==> src/rtl/mfhp_pkg.sv <==
package mfhp_pkg;

    // Result kinds.
    localparam logic [2:0] KIND_TITLE = 3'd0;
    localparam logic [2:0] KIND_BASE  = 3'd1;
    localparam logic [2:0] KIND_VOICE = 3'd2;
    localparam logic [2:0] KIND_CHAN  = 3'd3;
    localparam logic [2:0] KIND_ERROR = 3'd4;

    // Error codes.
    localparam logic [1:0] ERR_NO_MARKER  = 2'd0;
    localparam logic [1:0] ERR_NAME_OPEN  = 2'd1;
    localparam logic [1:0] ERR_OFFSET     = 2'd2;
    localparam logic [1:0] ERR_TRUNCATED  = 2'd3;

    // Title terminator bytes and the name terminator.
    localparam logic [7:0] MARK_CR   = 8'h0D;
    localparam logic [7:0] MARK_LF   = 8'h0A;
    localparam logic [7:0] MARK_EOF  = 8'h1A;
    localparam logic [7:0] NAME_TERM = 8'h00;

    // Channel table layout.
    localparam logic [24:0] EXT_THRESHOLD = 25'h22;
    localparam logic [4:0]  LAST_PAIR_STD = 5'd9;
    localparam logic [4:0]  LAST_PAIR_EXT = 5'd16;

    // Division by the 27-byte voice record size: q = (x * DIV27_MULT) >> DIV27_SHIFT,
    // exact for every 24-bit dividend.
    localparam int          DIV27_SHIFT = 29;
    localparam logic [24:0] DIV27_MULT  = 25'd19884108;

    typedef enum logic [4:0] {
        PH_TITLE   = 5'b00001,
        PH_NAME    = 5'b00010,
        PH_OFFSETS = 5'b00100,
        PH_DONE    = 5'b01000,
        PH_STOPPED = 5'b10000
    } phase_t;

    // One parse result on its way to the output stage. span carries the byte
    // count from the voice table to the end of file for voice results.
    typedef struct packed {
        logic [2:0]  kind;
        logic [3:0]  channel;
        logic [23:0] value;
        logic [23:0] span;
        logic [1:0]  err;
        logic        done;
    } res_t;

endpackage

==> src/rtl/mfhp_parse.sv <==
module mfhp_parse #(
    parameter int POSITION_BITS = 24
) (
    input  logic          clk,
    input  logic          rst_n,
    input  logic          take,
    input  logic [7:0]    data_byte,
    input  logic          first,
    input  logic [23:0]   file_length,
    output logic          hit,
    output mfhp_pkg::res_t res
);
    import mfhp_pkg::*;

    localparam logic [POSITION_BITS-1:0] PMAX = {POSITION_BITS{1'b1}};

    logic [POSITION_BITS-1:0] pos_reg, pos_next;
    phase_t                   phase_reg, phase_next;
    logic [15:0]              prev_reg, prev_next;
    logic [23:0]              base_reg, base_next;
    logic [7:0]               high_reg, high_next;
    logic [4:0]               idx_reg, idx_next;
    logic                     lowexp_reg, lowexp_next;
    logic                     ext_reg, ext_next;

    always_comb
    begin
        logic [POSITION_BITS-1:0] pos_e;
        phase_t      phase_e;
        logic [15:0] prev_e;
        logic [23:0] base_e;
        logic [7:0]  high_e;
        logic [4:0]  idx_e;
        logic        lowexp_e;
        logic        ext_e;
        logic [31:0] p32;
        logic [31:0] len32;
        logic [23:0] p24;
        logic        last;
        logic        fail_en;
        logic [1:0]  fail_code;
        logic [24:0] off;
        logic        ext_use;
        logic        fin;

        pos_e    = first ? '0 : pos_reg;
        phase_e  = first ? PH_TITLE : phase_reg;
        prev_e   = first ? 16'd0 : prev_reg;
        base_e   = first ? 24'd0 : base_reg;
        high_e   = first ? 8'd0 : high_reg;
        idx_e    = first ? 5'd0 : idx_reg;
        lowexp_e = first ? 1'b0 : lowexp_reg;
        ext_e    = first ? 1'b0 : ext_reg;

        pos_next    = (pos_e != PMAX) ? pos_e + 1'b1 : pos_e;
        phase_next  = phase_e;
        prev_next   = prev_e;
        base_next   = base_e;
        high_next   = high_e;
        idx_next    = idx_e;
        lowexp_next = lowexp_e;
        ext_next    = ext_e;

        p32   = 32'(pos_e);
        len32 = 32'(file_length);
        p24   = p32[23:0];
        last  = (p32 + 32'd1 == len32);
        off   = {1'b0, base_e} + {9'd0, high_e, data_byte};
        ext_use = ext_e;
        fin     = 1'b0;

        fail_en   = 1'b0;
        fail_code = ERR_NO_MARKER;
        hit       = 1'b0;
        res       = '0;

        unique case (phase_e) inside
            PH_DONE, PH_STOPPED:
            begin
                // Quiet until the next file starts.
            end
            PH_TITLE:
            begin
                if (p32 >= len32)
                begin
                    fail_en = 1'b1;
                    fail_code = ERR_NO_MARKER;
                end
                else
                begin
                    prev_next = {prev_e[7:0], data_byte};
                    if (prev_e == {MARK_CR, MARK_LF} && data_byte == MARK_EOF)
                    begin
                        if (last)
                        begin
                            fail_en = 1'b1;
                            fail_code = ERR_NAME_OPEN;
                        end
                        else
                        begin
                            phase_next = PH_NAME;
                            hit = 1'b1;
                            res.kind = KIND_TITLE;
                            res.value = p24 - 24'd2;
                        end
                    end
                    else if (last)
                    begin
                        fail_en = 1'b1;
                        fail_code = ERR_NO_MARKER;
                    end
                end
            end
            PH_NAME:
            begin
                if (p32 >= len32)
                begin
                    fail_en = 1'b1;
                    fail_code = ERR_NAME_OPEN;
                end
                else if (data_byte == NAME_TERM)
                begin
                    if (last)
                    begin
                        fail_en = 1'b1;
                        fail_code = ERR_TRUNCATED;
                    end
                    else
                    begin
                        base_next = p24 + 24'd1;
                        phase_next = PH_OFFSETS;
                        idx_next = 5'd0;
                        lowexp_next = 1'b0;
                        ext_next = 1'b0;
                        hit = 1'b1;
                        res.kind = KIND_BASE;
                        res.value = p24 + 24'd1;
                    end
                end
                else if (last)
                begin
                    fail_en = 1'b1;
                    fail_code = ERR_NAME_OPEN;
                end
            end
            PH_OFFSETS:
            begin
                if (p32 >= len32)
                begin
                    fail_en = 1'b1;
                    fail_code = ERR_TRUNCATED;
                end
                else if (!lowexp_e)
                begin
                    high_next = data_byte;
                    lowexp_next = 1'b1;
                    if (last)
                    begin
                        fail_en = 1'b1;
                        fail_code = ERR_TRUNCATED;
                    end
                end
                else
                begin
                    lowexp_next = 1'b0;
                    if (off > {1'b0, file_length})
                    begin
                        fail_en = 1'b1;
                        fail_code = ERR_OFFSET;
                    end
                    else if (idx_e == 5'd0)
                    begin
                        idx_next = 5'd1;
                        if (last)
                        begin
                            fail_en = 1'b1;
                            fail_code = ERR_TRUNCATED;
                        end
                        else
                        begin
                            hit = 1'b1;
                            res.kind = KIND_VOICE;
                            res.value = off[23:0];
                            res.span = file_length - off[23:0];
                        end
                    end
                    else
                    begin
                        // The first channel offset decides the table size.
                        if (idx_e == 5'd1)
                        begin
                            ext_use = (off >= {1'b0, base_e} + EXT_THRESHOLD);
                        end
                        ext_next = ext_use;
                        fin = ext_use ? (idx_e >= LAST_PAIR_EXT) : (idx_e >= LAST_PAIR_STD);
                        idx_next = idx_e + 5'd1;
                        if (fin)
                        begin
                            phase_next = PH_DONE;
                        end
                        if (!fin && last)
                        begin
                            fail_en = 1'b1;
                            fail_code = ERR_TRUNCATED;
                        end
                        else
                        begin
                            hit = 1'b1;
                            res.kind = KIND_CHAN;
                            res.channel = 4'(idx_e - 5'd1);
                            res.value = off[23:0];
                            res.done = fin;
                        end
                    end
                end
            end
            default:
            begin
            end
        endcase

        if (fail_en)
        begin
            phase_next = PH_STOPPED;
            hit = 1'b1;
            res = '0;
            res.kind = KIND_ERROR;
            res.err = fail_code;
        end
    end

    always_ff @(posedge clk or negedge rst_n)
    begin
        if (!rst_n)
        begin
            pos_reg    <= '0;
            phase_reg  <= PH_TITLE;
            prev_reg   <= 16'd0;
            base_reg   <= 24'd0;
            high_reg   <= 8'd0;
            idx_reg    <= 5'd0;
            lowexp_reg <= 1'b0;
            ext_reg    <= 1'b0;
        end
        else if (take)
        begin
            pos_reg    <= pos_next;
            phase_reg  <= phase_next;
            prev_reg   <= prev_next;
            base_reg   <= base_next;
            high_reg   <= high_next;
            idx_reg    <= idx_next;
            lowexp_reg <= lowexp_next;
            ext_reg    <= ext_next;
        end
    end

endmodule

==> src/rtl/mfhp_vcount.sv <==
module mfhp_vcount (
    input  logic           clk,
    input  logic           load,
    input  mfhp_pkg::res_t mid,
    output logic [2:0]     kind,
    output logic [3:0]     channel,
    output logic [23:0]    value,
    output logic [19:0]    record_count,
    output logic [1:0]     error_code,
    output logic           header_done
);
    import mfhp_pkg::*;

    logic [48:0] product;
    logic [2:0]  kind_reg;
    logic [3:0]  channel_reg;
    logic [23:0] value_reg;
    logic [19:0] count_reg;
    logic [1:0]  err_reg;
    logic        done_reg;

    // Span is zero for every kind but the voice result, so the quotient is too.
    assign product = {25'd0, mid.span} * {24'd0, DIV27_MULT};

    always_ff @(posedge clk)
    begin
        if (load)
        begin
            kind_reg    <= mid.kind;
            channel_reg <= mid.channel;
            value_reg   <= mid.value;
            count_reg   <= product[DIV27_SHIFT +: 20];
            err_reg     <= mid.err;
            done_reg    <= mid.done;
        end
    end

    assign kind         = kind_reg;
    assign channel      = channel_reg;
    assign value        = value_reg;
    assign record_count = count_reg;
    assign error_code   = err_reg;
    assign header_done  = done_reg;

endmodule

==> src/rtl/music_file_header_parser.sv <==
// Streaming header parser for a music data file. Write file_length through
// cfg_we/cfg_wdata while the block is idle, then stream the file one byte per
// transaction, with first high on the byte at position zero. The block reports
// the start of the 0D 0A 1A title marker (title length), the offset base just
// after the zero-terminated sample-file name, the voice table offset with its
// 27-byte record count, and then nine or sixteen channel offsets, the last one
// flagged by header_done. Any failure gives a single error transaction and the
// parser then stays quiet until the next first byte. One byte is accepted
// every clock cycle while in_stall is low; each byte is held in the input
// register, its result in the parse result register and then in the output
// register fed by the voice-count reciprocal multiplier. A stalled output holds
// back the input only once all three registers are full.
module music_file_header_parser #(
    parameter int POSITION_BITS = 24
) (
    input  logic        clk,
    input  logic        rst_n,

    input  logic        cfg_we,
    input  logic [23:0] cfg_wdata,

    input  logic        in_valid,
    output logic        in_stall,
    input  logic [7:0]  data_byte,
    input  logic        first,

    output logic        out_valid,
    input  logic        out_stall,
    output logic [2:0]  kind,
    output logic [3:0]  channel,
    output logic [23:0] value,
    output logic [19:0] record_count,
    output logic [1:0]  error_code,
    output logic        header_done
);
    import mfhp_pkg::*;

    logic [23:0] file_length_reg;

    // Input register.
    logic        in_v_reg;
    logic [7:0]  byte_reg;
    logic        first_reg;

    // Parse result register.
    logic        mid_v_reg;
    res_t        mid_reg;

    logic        out_v_reg;

    logic        out_free;
    logic        mid_free;
    logic        take;
    logic        in_free;
    logic        hit;
    res_t        res;
    logic        load_out;

    // Each stage moves on when the stage after it is empty or emptying.
    assign out_free = !out_v_reg || !out_stall;
    assign load_out = mid_v_reg && out_free;
    assign mid_free = !mid_v_reg || out_free;
    assign take     = in_v_reg && mid_free;
    assign in_free  = !in_v_reg || take;
    assign in_stall = !in_free;
    assign out_valid = out_v_reg;

    always_ff @(posedge clk or negedge rst_n)
    begin
        if (!rst_n)
        begin
            file_length_reg <= 24'd0;
        end
        else if (cfg_we)
        begin
            file_length_reg <= cfg_wdata;
        end
    end

    always_ff @(posedge clk or negedge rst_n)
    begin
        if (!rst_n)
        begin
            in_v_reg  <= 1'b0;
            mid_v_reg <= 1'b0;
            out_v_reg <= 1'b0;
        end
        else
        begin
            if (in_free)
            begin
                in_v_reg <= in_valid;
            end
            if (mid_free)
            begin
                // A byte that causes no result leaves the middle stage empty.
                mid_v_reg <= take && hit;
            end
            if (out_free)
            begin
                out_v_reg <= mid_v_reg;
            end
        end
    end

    always_ff @(posedge clk)
    begin
        if (in_free)
        begin
            byte_reg  <= data_byte;
            first_reg <= first;
        end
        if (take && hit)
        begin
            mid_reg <= res;
        end
    end

    mfhp_parse #(
        .POSITION_BITS(POSITION_BITS)
    ) u_parse (
        .clk        (clk),
        .rst_n      (rst_n),
        .take       (take),
        .data_byte  (byte_reg),
        .first      (first_reg),
        .file_length(file_length_reg),
        .hit        (hit),
        .res        (res)
    );

    mfhp_vcount u_vcount (
        .clk         (clk),
        .load        (load_out),
        .mid         (mid_reg),
        .kind        (kind),
        .channel     (channel),
        .value       (value),
        .record_count(record_count),
        .error_code  (error_code),
        .header_done (header_done)
    );

endmodule

==> config.mk <==
export PLATFORM = sky130hd
export DESIGN_NAME = music_file_header_parser
export DESIGN_NICKNAME = d
export VERILOG_FILES = /design/src/rtl/mfhp_pkg.sv /design/src/rtl/mfhp_parse.sv /design/src/rtl/mfhp_vcount.sv /design/src/rtl/music_file_header_parser.sv
export SDC_FILE = /design/constraint.sdc
export NUM_CORES = 1
export LEC_CHECK = 0
export BUFFER_PORTS_ARGS = -buffer_cell sky130_fd_sc_hd__buf_2
export CORE_MARGIN = 3
export CORE_UTILIZATION = 55
export CTS_CLUSTER_SIZE = 28
export DETAILED_ROUTE_END_ITERATION = 8
export PLACE_DENSITY = 0.75
export SLEW_MARGIN = 5
export SYNTH_ARGS = -nofsm -noshare
export SYNTH_HDL_FRONTEND = slang
export SYNTH_SLANG_ARGS = --single-unit
==> constraint.sdc <==
create_clock -name clk -period 20.8 [get_ports clk]
set_input_delay 3.12 -clock clk [delete_from_list [all_inputs] [get_ports clk]]
set_output_delay 3.12 -clock clk [all_outputs]
set_load 0.05 [all_outputs]
# == Yosys cells after proc, flatten, opt, wreduce, memory -nomap -nowiden ==
# Index checks and enable logic that the tools add are counted.
# totals
ff_bits,232
in_bits,38
out_inout_bits,56
# classes
addsub,8
multipliers,1
order_cmp,5
eq_ne,8
muxes,113
bitwise_logic,3
n_reduce_logical,19
# ops
op,n
two-way mux 24 bit,15
two-way mux 55 bit,3
two-way mux 5 bit,21
case mux 24 bit (3 select lines),1
two-way mux 16 bit,3
two-way mux 48 bit,1
multiplier 24 x 23 -> 47 bit (second input constant),1
two-way mux 1 bit,42
equality test 32 x 24 -> 1 bit,1
two-way mux 8 bit,4
two-way mux 30 bit,1
adder 24 x 1 -> 25 bit (second input constant),1
adder 24 x 16 -> 25 bit,1
adder 24 x 6 -> 25 bit (second input constant),1
>= comparator 25 bit,1
> comparator 25 x 24 -> 1 bit,1
adder 24 x 1 -> 24 bit (second input constant),1
>= comparator 24 bit,1
inequality test 24 bit (second input constant),1
subtractor 24 x 2 -> 24 bit (second input constant),1
subtractor 24 bit,1
two-way mux 2 bit,10
equality test 16 x 12 -> 1 bit (second input constant),1
case mux 5 bit (3 select lines),1
23 further kinds,42

# == Depth between registers and ports, before layout ==
# depth
depth_word,20
ltp_mapped,36

# == By module ==
# A second synthesis with hierarchy kept.
# unflattened
cells_unflattened,2623
hier_area_um2,25624.6
# by_module_without_submodules
mod,n_inst,cells_each,area_per_inst_um2,seq_area_each_um2
mfhp_vcount,1,1047,11469.8,1621.6
mfhp_parse,1,1445,11014.3,2103.3
music_file_header_parser,1,131,3140.5,2687.6

# == Worst setup path after synthesis ==
# Ideal clock, no wire load.
# synth_timing
kind,register to register
start,reg first_reg
end,reg mid_reg[0] (netlist bit) (enable)
setup_ps,546
arrival_time_ps,8187
t_required_ps,20254
path_slack_ps,12067
stages_incl_launch_ff,23
path_buffers,7
period_less_slack_ps,8733
path_cell_list,edfxtp_1 buf_6 buf_6 buf_6 buf_2 buf_2 clkbuf_1 clkbuf_1 nor2b_1 inv_1 ha_1 nand2b_1 a21o_1 a21o_1 a21oi_1 o21ai_0 a311o_1 a221o_1 or2_1 nor3_1 or3_1 nor3_1 nor3_1
# synth_between
elab_chain_cells,20
elab_cells_between_ends,55
# synth_lines
item,line_no,source
"start, declared",music_file_header_parser.sv:43,logic first_reg;
"start signal, assigned",music_file_header_parser.sv:111,first_reg <= first;
two-way mux 24 bit / two-way mux 8 bit (equally long branches),"mfhp_parse.sv:49, mfhp_parse.sv:50",
adder 24 x 16 -> 25 bit / adder 24 x 6 -> 25 bit (equally long branches),"mfhp_parse.sv:68, mfhp_parse.sv:192",
>= comparator 25 bit,mfhp_parse.sv:192,"ext_use = (off >= {1'b0, base_e} + EXT_THRESHOLD);"
two-way mux 1 bit,mfhp_parse.sv:190,if (idx_e == 5'd1)
two-way mux 1 bit,mfhp_parse.sv:171,else if (idx_e == 5'd0)
two-way mux 1 bit,mfhp_parse.sv:166,"if (off > {1'b0, file_length})"
two-way mux 1 bit,mfhp_parse.sv:153,else if (!lowexp_e)
two-way mux 1 bit,mfhp_parse.sv:148,if (p32 >= len32)
(+4 left out),--,
two-way mux 1 bit,mfhp_parse.sv:201,if (!fin && last)
two-way mux 1 bit,mfhp_parse.sv:171,
two-way mux 1 bit,mfhp_parse.sv:166,
two-way mux 1 bit,mfhp_parse.sv:153,
two-way mux 1 bit,mfhp_parse.sv:148,
case mux 1 bit (3 select lines) / case mux 1 bit (2 select lines) (equally long branches),mfhp_parse.sv:77,unique case (phase_e) inside
two-way mux 1 bit *,mfhp_parse.sv:222,if (fail_en)
logical AND 1 bit *,music_file_header_parser.sv:113,if (take && hit)
"end signal, assigned",music_file_header_parser.sv:115,mid_reg <= res;
"end, declared",music_file_header_parser.sv:47,res_t mid_reg;
# Every way passes the cells marked *; elsewhere a longest branch is shown, timed or not. The select of a mux whose other input is x is not followed.
# A chain may end at the register's enable or synchronous reset.

# == Worst setup path in the final report ==
# layout_timing
start,reg mid_reg[15] (netlist bit)
end,"reg u_vcount.count_reg[17] (netlist: u_vcount.record_count[17]), data pin"
# layout_between
elab_chain_cells,1
# layout_lines
item,line_no,source
multiplier 24 x 23 -> 47 bit,mfhp_vcount.sv:23,"assign product = {25'd0, mid.span} * {24'd0, DIV27_MULT};"
net u_vcount.product[46],mfhp_vcount.sv:14,logic [48:0] product;
"end signal, assigned",mfhp_vcount.sv:32,count_reg <= product[DIV27_SHIFT +: 20];
"end, declared",mfhp_vcount.sv:18,logic [19:0] count_reg;
# The timed path passes the listed nets, and every way through them passes these cells.

==> summary by stage <==
Status
The flow ran to the end, and the final reports show no timing, DRC or antenna violations.

STA
For the final routed database, the setup TNS stands at 0 ps. Static timing analysis puts the maximum clock frequency at 116.8 MHz. Setup repair after global routing left no endpoint under its margin.

The share of the cycle needed by the critical path after routing is 41.16%. For the pin with the worst max-slew slack, the measured transition is 1139 ps. The final hold slack is 419.7 ps.

The final number of max-transition violations came to 0. The max-slew headroom at the worst pin is 23.49%. The hold violation count in the final report is 0.

Setup violations remaining at the end of the flow were counted as 0. After layout, the minimum clock period comes to 8562 ps. On the final layout, the worst clock skew is 15.51 ps.

Global routing
The first-pass GRT wire length is about 110000 um. Entering global routing, the biggest net connects 77 pins. The via count of the first global-routing pass is between 15k and 20k. The total congestion overflow is 0.

Across every metal layer, demand over resource in global routing totals 28.99%. The number of antenna violations at the first check in global routing is 1.

Synth
The register bit count reported by yosys is 232. The most used flip-flop cell after synthesis is sky130_fd_sc_hd__edfxtp_1. Counting distinct cell types in the post-synthesis netlist gives between 90 and 100.

Averaged over all synthesized cells, the footprint is approximately 10 um^2. Counting every instance in the synthesized netlist gives around 2.5k. The most common cell in the synthesized netlist is sky130_fd_sc_hd__inv_1. The count of flip-flops with a built-in enable after synthesis is roughly 120. For this run, asynchronously set or reset flops after synthesis account for 47.84%. The synthesized design spends more area on one cell type than any other, namely sky130_fd_sc_hd__ha_1. The share of the Yosys chip area taken by registers is 26.15%. The top cell type by area accounts for 17.86% of the synthesized area. The commonest cells after synthesis are sky130_fd_sc_hd__inv_1 (374), sky130_fd_sc_hd__ha_1 (350), sky130_fd_sc_hd__fa_1 (211), sky130_fd_sc_hd__nand2_1 (152), sky130_fd_sc_hd__nor2_1 (125). After synthesis, the cell types taking the most area are sky130_fd_sc_hd__ha_1 (18%), sky130_fd_sc_hd__fa_1 (17%), sky130_fd_sc_hd__edfxtp_1 (15%). In this run the cell area of the synthesized design comes to 24530 um^2.

The total of warnings raised by yosys is 0. The total nets after synthesis is approximately 3k.

Floorplanning
The die area is 47160 um^2. The number of top-level pins is 94. The floorplan has 76 rows. The total core area is 43550 um^2.

The die is around 220 um wide. For this configuration, the core starts out at a cell density of 56.31%. The floorplan die height is 217.2 um.

Clocking
The setup fix buffers added after clock tree synthesis is 0. TritonCTS built the clock tree. The number of sinks on the clock net is 232. The later-pin clock latency in the skew report is 560 ps.

The clock slew at the register clock pins of the worst setup and hold paths is 60 ps. The hold-fix buffer count after cts is 0. CTS built an H-tree with a depth of 1.

The TritonCTS buffer count is 28. The buffer depth of the longest clock path is 3. Post-CTS repair changed the size of 0 cells. The root buffer cell is sky130_fd_sc_hd__clkbuf_16.

Place
After detailed placement, the total cell area comes to ~25000 um^2. The final weighted congestion in routability-driven placement is 1.010. The count of placed standard cells including taps is 3101.

The placed wire-length estimate is 52990 um. The number of I/O port buffers is slightly above 90.

Setup path
The startpoint of the most critical setup path is mid_reg[15]. The largest single stage delay on the critical path is 960 ps. Traced cell by cell, the critical path runs through fa_1 > fa_1 > fa_1 > inv_1 > fa_1 > inv_1 > fa_1 > fa_1 > fa_1 > ha_1 > a21oi_1 > o21bai_1 > a21oi_1 > o2111ai_1 > a21oi_1 > a211oi_1 > a41oi_1 > or2_2 > a311oi_1 > and2_1 > o21ai_0 > a221oi_1.

The critical path ends at u_vcount.record_count[17]. Data on the critical path is required at its endpoint by about 21000 ps. The number of cells on the worst reg-to-reg path is 22. The top fanout value on the critical path is 14. The critical path's slowest cell is sky130_fd_sc_hd__edfxtp_1. The worst register-to-register path begins at mid_reg[15].

Counting stages on the worst path, the most repeated cell is sky130_fd_sc_hd__fa_1. For the worst setup path, the data arrival time is approximately 9000 ps. The startpoint type of the worst setup path is a flop. The class of the most critical setup path is flop to flop. The type of destination of the critical path is a flop.

The internal reg-to-reg setup slack is 12240 ps. The endpoint identified for the worst register-to-register timing path is u_vcount.record_count[17].

Final layout
Leaving out filler cells and counting taps, the final layout contains 3153. The share of the core filled with cells in the final layout is 60.75%. The register with the most flip-flops in the layout has 58 of them. The fraction of layout cells with a size suffix above 1 is 7.983%.

The layout-stage area growth over the synthesis result is 7.872%. The final standard cell area without fillers is around 26000 um^2. The number of antenna diodes in the final layout is 0. In the final design database the tool counted approximately 3.1k nets.

Routing
The total detailed-routing wirelength is 68060 um. The final routed wire length divided by cell count is 21.59 um. For this block, the initial DRC count from the detailed router was 1654.

The via density per instance is 6.044. The total via count after detailed routing is 19.06k. After detailed routing, the number of remaining DRC violations is 0. The total iterations of the first detailed-routing run is 6. The count of nets left with antenna violations after detail routing is 0.

Run
Across the run, the number of max-cap violations was 0.

Min path
The startpoint of the most critical hold path is mid_reg[56]. The min-delay analysis places its worst path in the category flop to flop.

Power and ir drop
In this run the static leakage power is 13.04 nW. The worst vdd rail ir drop is between 0.07 and 0.08 mV. Power spread over the standard cell area amounts to 47.79 nW/um^2.
-- cells by family after synthesis --
logic type / synth area share [%]
XOR/XNOR: 4.811
multiplexers: 0.2959
adder cells (fa/ha/maj): 35.24
AO/OA/AOI/OAI: 13.75
flip-flops: 26.15
AND/OR/NAND/NOR: 12.26
buffers and inverters: 7.499
-- worst max-delay path: cells and delay by family (launching register included) --
kind	cells	cell delay (ps)
fa+ha+maj	8	3940
compound gates	10	2710
simple gates	2	630
flops	1	960
buf+inv	2	100
-- layer usage --
| metal | global-route usage, % | wire [um] | vias to the layer above | part of all wire (%) |
|---|---|---|---|---|
| met1 | 37.31 | 27570 | 9363 | 41 |
| li1 | - | - | 8720 | - |
| met3 | 3.533 | 4147 | 230 | 6.1 |
| met2 | 48.29 | 32210 | 743 | 47 |
| met5 | 0 | 11 | - | 0.016 |
| met4 | 15.13 | 4114 | 2 | 6.0 |
-- report_power, final --
group | total [mW] | internal [mW] | switching, mW
clock | 0.518 | 0.310 | 0.208
sequential | 0.526 | 0.503 | 0.0226
combinational | 0.220 | 0.0811 | 0.139
total | 1.26 | 0.894 | 0.370
-- cells in the final DEF (no fill, tap or decap), drive strengths merged, types with 16 or more instances in the layout --
cell      n
inv     381
ha      350
fa      211
nand2   153
nor2    126
edfxtp  121
o21ai   118
buf     112
dfrtp   110
a21oi   100
xnor2    91
nand3    57
nor3     52
nor2b    50
a21o     49
clkbuf   41
nand4    36
xor2     36
a31oi    28
a22o     25
o21a     22
or3      20
and3     19
nand2b   16
-- cell type report --
| type | instances | area, um^2 |
|---|---|---|
| inverter | 379 | 1423 |
| clock buffer | 41 | 852.1 |
| timing repair buffer | 112 | 610.6 |
| multi-input combinational | 1793 | 16300 |
| fill | 3672 | 17100 |
| sequential | 232 | 6412 |
| tap | 585 | 732.0 |
| clock inverter | 11 | 130.1 |
-- how the worst min path moves through the flow --
stage,endpoint,cells after the start
finish,u_vcount.kind[1],0
global route,u_vcount.value[7],0
CTS,u_vcount.value[6],0
detailed placement,u_vcount.value[6],0
global placement,u_vcount.kind[2],0
floorplan,u_vcount.channel[0],0
-- through the flow --
step | setup WS (ps) | power [mW]
final | 12240 | 1.264
after global routing | 11810 | 1.317
after CTS | 12350 | 1.271
after detailed placement | 12350 | 0.7494
after global placement | 12650 | 0.7446
after floorplan | 12070 | 0.6836
No activity file was read; power rests on OpenSTA's default activity.
